[config.mk]
export PLATFORM = sky130hd
export DESIGN_NAME = priority_dvfs_task_dispatcher
export DESIGN_NICKNAME = d
export VERILOG_FILES = /design/src/rtl/pdd_pkg.sv /design/src/rtl/pdd_cell.sv /design/src/rtl/priority_dvfs_task_dispatcher.sv
export SDC_FILE = /design/constraint.sdc
export NUM_CORES = 2
export LEC_CHECK = 0
export ABC_CLOCK_PERIOD_IN_PS = 18600
export CORE_MARGIN = 8
export CORE_UTILIZATION = 65
export CTS_BUF_LIST = sky130_fd_sc_hd__clkbuf_16
export CTS_CLUSTER_SIZE = 12
export DETAILED_ROUTE_END_ITERATION = 7
export DONT_BUFFER_PORTS = 1
export MAX_ROUTING_LAYER = met4
export PLACE_DENSITY = 0.81
export REMOVE_ABC_BUFFERS = 1
export SLEW_MARGIN = 5
export SYNTH_ARGS = -nofsm -noshare
export SYNTH_HDL_FRONTEND = slang
export SYNTH_SLANG_ARGS = --single-unit
[constraint.sdc]
create_clock -name i_clk -period 18.6 [get_ports i_clk]
set_clock_uncertainty 0.15 [all_clocks]
set_input_delay 3.72 -clock i_clk [delete_from_list [all_inputs] [get_ports i_clk]]
set_output_delay 3.72 -clock i_clk [all_outputs]
set_load 0.1 [all_outputs]
[src/rtl/pdd_pkg.sv]
`timescale 1ns / 1ps
// Package for the priority dispatcher: payload structs, queue entry and
// candidate types, status, mode and register index codes. No dependencies.
package pdd_pkg;

    // Field widths
    localparam int unsigned ID_W    = 16;
    localparam int unsigned PRIO_W  = 8;
    localparam int unsigned BURST_W = 16;
    localparam int unsigned UNIT_W  = 24;
    localparam int unsigned PROD_W  = 40;
    localparam int unsigned SUM_W   = 48;
    localparam int unsigned CFG_IDX_W  = 3;
    localparam int unsigned CFG_DATA_W = 24;

    // Actions
    localparam logic ACT_ADD      = 1'b0;
    localparam logic ACT_DISPATCH = 1'b1;

    // Status codes
    localparam logic [1:0] ST_OK    = 2'd0;
    localparam logic [1:0] ST_FULL  = 2'd1;
    localparam logic [1:0] ST_EMPTY = 2'd2;

    // Power modes
    localparam logic [1:0] MODE_HIGH     = 2'd0;
    localparam logic [1:0] MODE_BALANCED = 2'd1;
    localparam logic [1:0] MODE_SAVING   = 2'd2;

    // Register indexes
    localparam logic [CFG_IDX_W-1:0] REG_HIGH_LIMIT = 3'd0;
    localparam logic [CFG_IDX_W-1:0] REG_MED_LIMIT  = 3'd1;
    localparam logic [CFG_IDX_W-1:0] REG_TU_HIGH    = 3'd2;
    localparam logic [CFG_IDX_W-1:0] REG_TU_BAL     = 3'd3;
    localparam logic [CFG_IDX_W-1:0] REG_TU_SAVE    = 3'd4;
    localparam logic [CFG_IDX_W-1:0] REG_EU_HIGH    = 3'd5;
    localparam logic [CFG_IDX_W-1:0] REG_EU_BAL     = 3'd6;
    localparam logic [CFG_IDX_W-1:0] REG_EU_SAVE    = 3'd7;

    typedef struct packed {
        logic               action;
        logic [ID_W-1:0]    task_id;
        logic [PRIO_W-1:0]  task_priority;
        logic [BURST_W-1:0] burst_units;
    } t_in;

    typedef struct packed {
        logic [1:0]         status;
        logic               dispatched;
        logic [ID_W-1:0]    out_task_id;
        logic [PRIO_W-1:0]  out_priority;
        logic [BURST_W-1:0] out_burst;
        logic [1:0]         power_mode;
        logic [PROD_W-1:0]  exec_time;
        logic [PROD_W-1:0]  energy;
        logic [SUM_W-1:0]   elapsed_total;
        logic [SUM_W-1:0]   energy_total;
    } t_out;

    // One queued task
    typedef struct packed {
        logic [ID_W-1:0]    id;
        logic [PRIO_W-1:0]  prio;
        logic [BURST_W-1:0] burst;
    } t_entry;

    // Control from the sequencer to one cell
    typedef struct packed {
        logic occupied;
        logic write;
        logic shift;
    } t_cell_ctrl;

    // Running minimum that travels down the chain
    typedef struct packed {
        logic   valid;
        t_entry entry;
    } t_cand;

endpackage

[src/rtl/pdd_cell.sv]
`timescale 1ns / 1ps
// One queue cell: holds one task, takes a new task or its upper neighbor's
// task, and passes a registered running minimum toward cell 0. Uses pdd_pkg.
module pdd_cell #(
    parameter int unsigned IDX_W = 4,
    parameter int unsigned INDEX = 0
) (
    input  logic                i_clk,
    input  logic                i_rst_n,
    input  pdd_pkg::t_cell_ctrl i_ctrl,
    input  pdd_pkg::t_entry     i_wr_entry,
    input  pdd_pkg::t_entry     i_nb_entry,
    input  pdd_pkg::t_cand      i_cand,
    input  logic [IDX_W-1:0]    i_cand_idx,
    output pdd_pkg::t_entry     o_entry,
    output pdd_pkg::t_cand      o_cand,
    output logic [IDX_W-1:0]    o_cand_idx
);

    pdd_pkg::t_entry  r_entry;
    pdd_pkg::t_cand   r_cand;
    logic [IDX_W-1:0] r_cand_idx;
    logic             take_own;

    // Stored task: new write, or shift down from the neighbor
    always_ff @(posedge i_clk) begin
        if (i_ctrl.write) begin
            r_entry <= i_wr_entry;
        end else if (i_ctrl.shift) begin
            r_entry <= i_nb_entry;
        end
    end

    // Ties go to the lower index, so the earlier arrival wins
    assign take_own = i_ctrl.occupied &&
                      (!i_cand.valid || (r_entry.prio <= i_cand.entry.prio));

    // Running minimum stage; only the valid flag is reset
    always_ff @(posedge i_clk) begin
        if (!i_rst_n) begin
            r_cand.valid <= 1'b0;
        end else begin
            r_cand.valid <= take_own || i_cand.valid;
        end
        if (take_own) begin
            r_cand.entry <= r_entry;
            r_cand_idx   <= IDX_W'(INDEX);
        end else begin
            r_cand.entry <= i_cand.entry;
            r_cand_idx   <= i_cand_idx;
        end
    end

    assign o_entry    = r_entry;
    assign o_cand     = r_cand;
    assign o_cand_idx = r_cand_idx;

endmodule

[src/rtl/priority_dvfs_task_dispatcher.sv]
`timescale 1ns / 1ps
// Top level of the priority dispatcher: sequencer, configuration registers,
// cost multipliers and totals around a chain of pdd_cell. Uses pdd_pkg.
//
// Tasks sit in a chain of QUEUE_DEPTH cells in arrival order. An add, a
// dropped add or a dispatch on an empty queue goes from idle to the final
// step. A dispatch first scans: the minimum priority ripples one cell per
// cycle from the top of the chain down to cell 0; then the remove step takes
// out the task (all cells above it shift down at once) and multiplies burst
// by the mode's time and energy units, and the final step adds to the
// saturating totals and loads the result register. A new item is taken only
// with the sequencer idle; a result left in the output register stalls the
// final step until it is taken.
module priority_dvfs_task_dispatcher #(
    parameter int unsigned QUEUE_DEPTH = 16
) (
    input  logic                                i_clk,
    input  logic                                i_rst_n,
    input  logic                                i_in_valid,
    output logic                                o_in_ready,
    input  pdd_pkg::t_in                        i_in_data,
    output logic                                o_out_valid,
    input  logic                                i_out_ready,
    output pdd_pkg::t_out                       o_out_data,
    input  logic                                i_cfg_we,
    input  logic [pdd_pkg::CFG_IDX_W-1:0]       i_cfg_idx,
    input  logic [pdd_pkg::CFG_DATA_W-1:0]      i_cfg_data
);

    localparam int unsigned IDX_W = (QUEUE_DEPTH > 1) ? $clog2(QUEUE_DEPTH) : 1;
    localparam int unsigned CNT_W = $clog2(QUEUE_DEPTH + 1);

    localparam logic [1:0] S_IDLE   = 2'd0;
    localparam logic [1:0] S_SCAN   = 2'd1;
    localparam logic [1:0] S_REMOVE = 2'd2;
    localparam logic [1:0] S_FIN    = 2'd3;

    // Configuration registers
    logic [pdd_pkg::PRIO_W-1:0] r_high_limit, r_med_limit;
    logic [pdd_pkg::UNIT_W-1:0] r_tu_high, r_tu_bal, r_tu_save;
    logic [pdd_pkg::UNIT_W-1:0] r_eu_high, r_eu_bal, r_eu_save;

    always_ff @(posedge i_clk) begin
        if (!i_rst_n) begin
            r_high_limit <= 8'd2;
            r_med_limit  <= 8'd5;
            r_tu_high    <= 24'd26214;
            r_tu_bal     <= 24'd43691;
            r_tu_save    <= 24'd81920;
            r_eu_high    <= 24'd131072;
            r_eu_bal     <= 24'd131072;
            r_eu_save    <= 24'd122880;
        end else if (i_cfg_we) begin
            case (i_cfg_idx)
                pdd_pkg::REG_HIGH_LIMIT: r_high_limit <= i_cfg_data[pdd_pkg::PRIO_W-1:0];
                pdd_pkg::REG_MED_LIMIT:  r_med_limit  <= i_cfg_data[pdd_pkg::PRIO_W-1:0];
                pdd_pkg::REG_TU_HIGH:    r_tu_high    <= i_cfg_data;
                pdd_pkg::REG_TU_BAL:     r_tu_bal     <= i_cfg_data;
                pdd_pkg::REG_TU_SAVE:    r_tu_save    <= i_cfg_data;
                pdd_pkg::REG_EU_HIGH:    r_eu_high    <= i_cfg_data;
                pdd_pkg::REG_EU_BAL:     r_eu_bal     <= i_cfg_data;
                pdd_pkg::REG_EU_SAVE:    r_eu_save    <= i_cfg_data;
                default: ;
            endcase
        end
    end

    // Sequencer and control state
    logic [1:0]       r_state;
    logic [CNT_W-1:0] r_count;
    logic [IDX_W-1:0] r_scan_cnt;
    logic [1:0]       r_mode;
    logic [pdd_pkg::SUM_W-1:0] r_time_sum, r_energy_sum;
    logic             r_out_valid;
    pdd_pkg::t_out    r_out;

    // Per-item result held until the final step
    logic [1:0]                  r_status;
    logic                        r_disp;
    pdd_pkg::t_entry             r_task;
    logic [pdd_pkg::PROD_W-1:0]  r_exec, r_eng;

    logic in_xfer, add_go, out_free, fin_go;
    logic [IDX_W-1:0] best_idx;
    pdd_pkg::t_cand   best;

    assign o_in_ready = (r_state == S_IDLE);
    assign in_xfer    = i_in_valid && o_in_ready;
    assign add_go     = in_xfer && (i_in_data.action == pdd_pkg::ACT_ADD) &&
                        (r_count < CNT_W'(QUEUE_DEPTH));
    assign out_free   = !r_out_valid || i_out_ready;
    assign fin_go     = (r_state == S_FIN) && out_free;

    // Chain of cells
    pdd_pkg::t_cell_ctrl cell_ctrl [QUEUE_DEPTH];
    pdd_pkg::t_entry     cell_entry [QUEUE_DEPTH];
    pdd_pkg::t_cand      cell_cand [QUEUE_DEPTH];
    logic [IDX_W-1:0]    cell_idx [QUEUE_DEPTH];
    pdd_pkg::t_entry     wr_entry;

    assign wr_entry.id    = i_in_data.task_id;
    assign wr_entry.prio  = i_in_data.task_priority;
    assign wr_entry.burst = i_in_data.burst_units;

    for (genvar g = 0; g < QUEUE_DEPTH; g++) begin : g_cell
        pdd_pkg::t_entry  nb_entry;
        pdd_pkg::t_cand   cand_in;
        logic [IDX_W-1:0] idx_in;

        // Top cell sees an empty candidate and no neighbor
        if (g == QUEUE_DEPTH - 1) begin : g_top
            assign nb_entry = cell_entry[g];
            assign cand_in  = '0;
            assign idx_in   = '0;
        end else begin : g_mid
            assign nb_entry = cell_entry[g+1];
            assign cand_in  = cell_cand[g+1];
            assign idx_in   = cell_idx[g+1];
        end

        assign cell_ctrl[g].occupied = (CNT_W'(g) < r_count);
        assign cell_ctrl[g].write    = add_go && (CNT_W'(g) == r_count);
        assign cell_ctrl[g].shift    = (r_state == S_REMOVE) && (IDX_W'(g) >= best_idx) &&
                                       (CNT_W'(g + 1) < r_count);

        pdd_cell #(
            .IDX_W (IDX_W),
            .INDEX (g)
        ) u_cell (
            .i_clk      (i_clk),
            .i_rst_n    (i_rst_n),
            .i_ctrl     (cell_ctrl[g]),
            .i_wr_entry (wr_entry),
            .i_nb_entry (nb_entry),
            .i_cand     (cand_in),
            .i_cand_idx (idx_in),
            .o_entry    (cell_entry[g]),
            .o_cand     (cell_cand[g]),
            .o_cand_idx (cell_idx[g])
        );
    end

    assign best     = cell_cand[0];
    assign best_idx = cell_idx[0];

    // Mode and unit choice for the removed task
    logic [1:0]                 sel_mode;
    logic [pdd_pkg::UNIT_W-1:0] sel_tu, sel_eu;

    always_comb begin
        if (best.entry.prio < r_high_limit) begin
            sel_mode = pdd_pkg::MODE_HIGH;
            sel_tu   = r_tu_high;
            sel_eu   = r_eu_high;
        end else if (best.entry.prio < r_med_limit) begin
            sel_mode = pdd_pkg::MODE_BALANCED;
            sel_tu   = r_tu_bal;
            sel_eu   = r_eu_bal;
        end else begin
            sel_mode = pdd_pkg::MODE_SAVING;
            sel_tu   = r_tu_save;
            sel_eu   = r_eu_save;
        end
    end

    // Sequencer
    always_ff @(posedge i_clk) begin
        if (!i_rst_n) begin
            r_state    <= S_IDLE;
            r_count    <= '0;
            r_scan_cnt <= '0;
            r_mode     <= pdd_pkg::MODE_BALANCED;
        end else begin
            case (r_state)
                S_IDLE: begin
                    if (in_xfer) begin
                        r_scan_cnt <= '0;
                        if (add_go) begin
                            r_count <= r_count + CNT_W'(1);
                        end
                        if ((i_in_data.action == pdd_pkg::ACT_DISPATCH) && (r_count != '0)) begin
                            r_state <= S_SCAN;
                        end else begin
                            r_state <= S_FIN;
                        end
                    end
                end
                S_SCAN: begin
                    r_scan_cnt <= r_scan_cnt + IDX_W'(1);
                    if (r_scan_cnt == IDX_W'(QUEUE_DEPTH - 1)) begin
                        r_state <= S_REMOVE;
                    end
                end
                S_REMOVE: begin
                    r_count <= r_count - CNT_W'(1);
                    r_mode  <= sel_mode;
                    r_state <= S_FIN;
                end
                S_FIN: begin
                    if (out_free) begin
                        r_state <= S_IDLE;
                    end
                end
                default: r_state <= S_IDLE;
            endcase
        end
    end

    // Per-item result fields and products
    always_ff @(posedge i_clk) begin
        if (in_xfer) begin
            r_disp <= 1'b0;
            r_task <= '0;
            r_exec <= '0;
            r_eng  <= '0;
            if (i_in_data.action == pdd_pkg::ACT_ADD) begin
                r_status <= add_go ? pdd_pkg::ST_OK : pdd_pkg::ST_FULL;
            end else begin
                r_status <= (r_count == '0) ? pdd_pkg::ST_EMPTY : pdd_pkg::ST_OK;
            end
        end else if (r_state == S_REMOVE) begin
            r_disp <= 1'b1;
            r_task <= best.entry;
            r_exec <= pdd_pkg::PROD_W'(best.entry.burst) * pdd_pkg::PROD_W'(sel_tu);
            r_eng  <= pdd_pkg::PROD_W'(best.entry.burst) * pdd_pkg::PROD_W'(sel_eu);
        end
    end

    // Saturating totals
    logic [pdd_pkg::SUM_W:0]   time_add, energy_add;
    logic [pdd_pkg::SUM_W-1:0] n_time_sum, n_energy_sum;

    assign time_add     = {1'b0, r_time_sum} + (pdd_pkg::SUM_W + 1)'(r_exec);
    assign energy_add   = {1'b0, r_energy_sum} + (pdd_pkg::SUM_W + 1)'(r_eng);
    assign n_time_sum   = time_add[pdd_pkg::SUM_W] ? '1 : time_add[pdd_pkg::SUM_W-1:0];
    assign n_energy_sum = energy_add[pdd_pkg::SUM_W] ? '1 : energy_add[pdd_pkg::SUM_W-1:0];

    always_ff @(posedge i_clk) begin
        if (!i_rst_n) begin
            r_time_sum   <= '0;
            r_energy_sum <= '0;
        end else if (fin_go && r_disp) begin
            r_time_sum   <= n_time_sum;
            r_energy_sum <= n_energy_sum;
        end
    end

    // Output register
    always_ff @(posedge i_clk) begin
        if (!i_rst_n) begin
            r_out_valid <= 1'b0;
        end else if (fin_go) begin
            r_out_valid <= 1'b1;
        end else if (i_out_ready) begin
            r_out_valid <= 1'b0;
        end
    end

    always_ff @(posedge i_clk) begin
        if (fin_go) begin
            r_out.status        <= r_status;
            r_out.dispatched    <= r_disp;
            r_out.out_task_id   <= r_task.id;
            r_out.out_priority  <= r_task.prio;
            r_out.out_burst     <= r_task.burst;
            r_out.power_mode    <= r_mode;
            r_out.exec_time     <= r_exec;
            r_out.energy        <= r_eng;
            r_out.elapsed_total <= r_disp ? n_time_sum : r_time_sum;
            r_out.energy_total  <= r_disp ? n_energy_sum : r_energy_sum;
        end
    end

    assign o_out_valid = r_out_valid;
    assign o_out_data  = r_out;

    // Checks
    a_count_bound: assert property (@(posedge i_clk) disable iff (!i_rst_n)
        r_count <= CNT_W'(QUEUE_DEPTH))
        else $error("queue count above depth");

    a_remove_has_task: assert property (@(posedge i_clk) disable iff (!i_rst_n)
        (r_state == S_REMOVE) |-> (best.valid && (r_count != '0)))
        else $error("removal without a candidate");

    a_add_counts: assert property (@(posedge i_clk) disable iff (!i_rst_n)
        add_go |=> (r_count == $past(r_count) + CNT_W'(1)))
        else $error("accepted add did not grow the queue");

    a_disp_ok: assert property (@(posedge i_clk) disable iff (!i_rst_n)
        (o_out_valid && o_out_data.dispatched) |-> (o_out_data.status == pdd_pkg::ST_OK))
        else $error("dispatched result with error status");

endmodule

==> impl_metrics.toml <==
[finish]
regArea_um2 = 48000
antennaDiodeCount = 0
fin_nets = 10200
design_area_um2 = 112000
synthToLayoutAreaGrowth_pct = 7.64
multi_input_area_um2 = 50800
final_core_util_pct = 70.5
n_fill_cell = 10800
drive_gt1_share_pct = 17.3

[floorplanning]
chipWidth_um = 415
num_rows = 146
core_area_um2 = 158000
die_area_um2 = 173000
start_util_pct = 65.5
fp.dieH_um = 415
ios = 296

[clock_tree]
cts_made_buffers = 197
cts_setup_buffers = 0
cts_resized = 0
cts_sinks = 1966
cts_tree = "done"
root_buffer = "clkbuf_16"
ctsHoldBuffers = 0
clkSlewWorstSetupHoldPaths_ps = 60
clock_latency_ps = 860
clock_path_buffers = 3
cts_max_level = 4

[sta]
layout_min_cycle_time_ps = 10290
worstMarginPinSlew_ps = 1280
period_share_pct = 55.3
rsz0062_at_grt = "no"
timing.fmax_mhz = 97.2
slew_headroom_pct = 14.5
setup_violations = 0
setup_slack_ps = 8310
hold_violations = 0
tns_ps = 0
maxSlewViolCount = 0

[routing]
dr.pass1.iters = 8
wl_per_cell_um = 21.4
vias_per_cell = 5.92
routed_wl_um = 242000
ant_nets = 0
remaining_drc_errors = 0
vias = 66800
drtIter0Drc = 5382

[worst_setup_path]
crit_required_ps = 19180
end_kind = "flop"
slowest_stage = "a2111oi_0"
rrSetupSlack_ps = 8310
worstRegToRegCells = 35
critPathLaunchType = "flop"
critPathKind = "flop to flop"
cp_slowest_stage_delay_ps = 980
crit_arrival_ps = 10870
reg2reg_to = "r_exec[39]"
r2r-start = "r_med_limit[1]"
cp_max_fo = 50

[synthesis]
synth_area_um2 = 104000
ys_seq_area_share_pct = 46.3
avgSynthCellArea_um2 = 11.2
synthArstFlopShare_pct = 0
ys_types = 79
syn_inst = 9251
synth_ff_type = "dfxtp_1"
synth-edff-count = 863
yosysWarnings = 0
ys_seq_elements = 1966

[global_routing]
gr-usage-all-layers_pct = 28.4
grt_max_degree = 92
antenna_found_initial = 2
grt_overflow_total = 0
first_global_vias = 70600
grt_pass1_wl_um = 386000

[worst_hold_path]
hp-class = "flop to flop"
holdPathEnd = "g_cell[0].u_cell.o_cand_idx[2]"
min_from = "g_cell[1].u_cell.o_cand_idx[2]"
whs_path_depth = 1

[place]
pre_cts_ws_ps = 8580
routabilityCongestion = 0.938
place_area_um2 = 106000
port_buffers = 0
dp_hpwl_um = 165000

[outcome]
run_status = "finished, final reports clean"

[run]
drv_cap = 0
==> placed cells by master (no fill, tap or decap), types with 89 or more instances in the layout <==
cell type and count:
buf_4 119, dfxtp_1 1091, mux2i_1 137, nand2_1 990
edfxtp_1 863, and2_1 381, a21oi_1 487, mux2_2 1117
ha_1 447, nor2_1 511, inv_1 981, xnor2_1 94
a21o_1 113, fa_1 614, o21ai_0 230, clkbuf_16 199
nand3_1 89
==> metrics by stage <==
step / std cells / hold WS, ps
detailed placement: 10900 / 248
global route: 11300 / 267
global placement: 10900 / 245
floorplan: 8736 / 243
finish: 11300 / 252
CTS: 11300 / 241
==> final cells by class <==
class,count,area share (%)
multi-input cells,5895,45.5
flip-flops and latches,1966,43.0
clock buffers,199,4.46
inverters,875,2.95
well taps,2072,2.32
clock inverters,168,0.975
repair buffers,119,0.800
==> metal layers <==
layer	track usage, %	part of all wire, %
met4	12.5	5.0
met3	4.73	6.4
met5	-	0
met1	33.1	39
met2	48.7	50
==> Yosys cell counts (31+ instances only) <==
master	n	area share (%)
nor3_1	37	0.18
mux2_2	1117	12
a21o_1	113	0.82
edfxtp_1	863	25
and3_1	31	0.19
fa_1	614	12
clkbuf_1	414	1.5
a31oi_1	41	0.25
dfxtp_1	1103	21
mux2i_1	137	1.3
nand2_1	1006	3.6
nor2b_1	68	0.41
a211oi_1	87	0.63
nand4_1	56	0.34
nand2b_1	45	0.27
and2_1	385	2.3
o21ai_0	236	1.1
buf_1	58	0.21
a21oi_1	493	2.4
xor2_1	45	0.38
nor2_1	511	1.8
inv_1	872	3.2
or2_2	31	0.19
nand3_1	89	0.43
ha_1	448	5.4
xnor2_1	94	0.79
==> flip-flops by register name, summed over array words and instances, names as in the netlist, 24 cells and up <==
signal                    count
r_tu_bal                     24
r_task                       40
r_eu_high                    24
r_tu_high                    24
r_tu_save                    24
g_cell.u_cell.o_cand_idx     57
g_cell.u_cell.o_entry       640
g_cell.u_cell.o_cand        655
r_eng                        40
o_out_data                  221
r_energy_sum                 48
r_exec                       40
r_time_sum                   48
r_eu_save                    24
r_eu_bal                     24
==> how the worst max path moves through the flow <==
stage | start | endpoint | slack [ps] | cells past startpoint
final | r_med_limit[1] | r_exec[39] | 8310 | 35
after global routing | r_high_limit[1] | r_exec[39] | 7870 | 36
after CTS | r_med_limit[1] | r_exec[39] | 8560 | 35
after detailed placement | r_high_limit[1] | r_exec[39] | 8580 | 36
after global placement | r_high_limit[1] | r_exec[37] | 8880 | 34
after floorplan | r_high_limit[1] | r_exec[39] | 7130 | 32
==> logic make-up (layout without fill, tap and decap cells) <==
| family | after synthesis | in the layout | synth area share [%] |
|---|---|---|---|
| simple gates | 2297 | 2297 | 10.1 |
| mux | 1254 | 1254 | 13.4 |
| compound gates | 1143 | 1143 | 6.63 |
| flops | 1966 | 1966 | 46.3 |
| buf+inv | 1390 | 1361 | 5.12 |
| xor+xnor | 139 | 139 | 1.17 |
| fa+ha+maj | 1062 | 1062 | 17.3 |
==> critical path: cells and delay by family (launching register included) <==
family                   cells  cell delay (ps)
adder cells (fa/ha/maj)      8             3670
AND/OR/NAND/NOR              8             1020
AO/OA/AOI/OAI               10             3410
multiplexers                 1              170
flip-flops                   1              330
buffers and inverters        8             1350
Power is not shown: default switching activity piles up to over one toggle a cycle in this logic, so the estimate is an artifact.
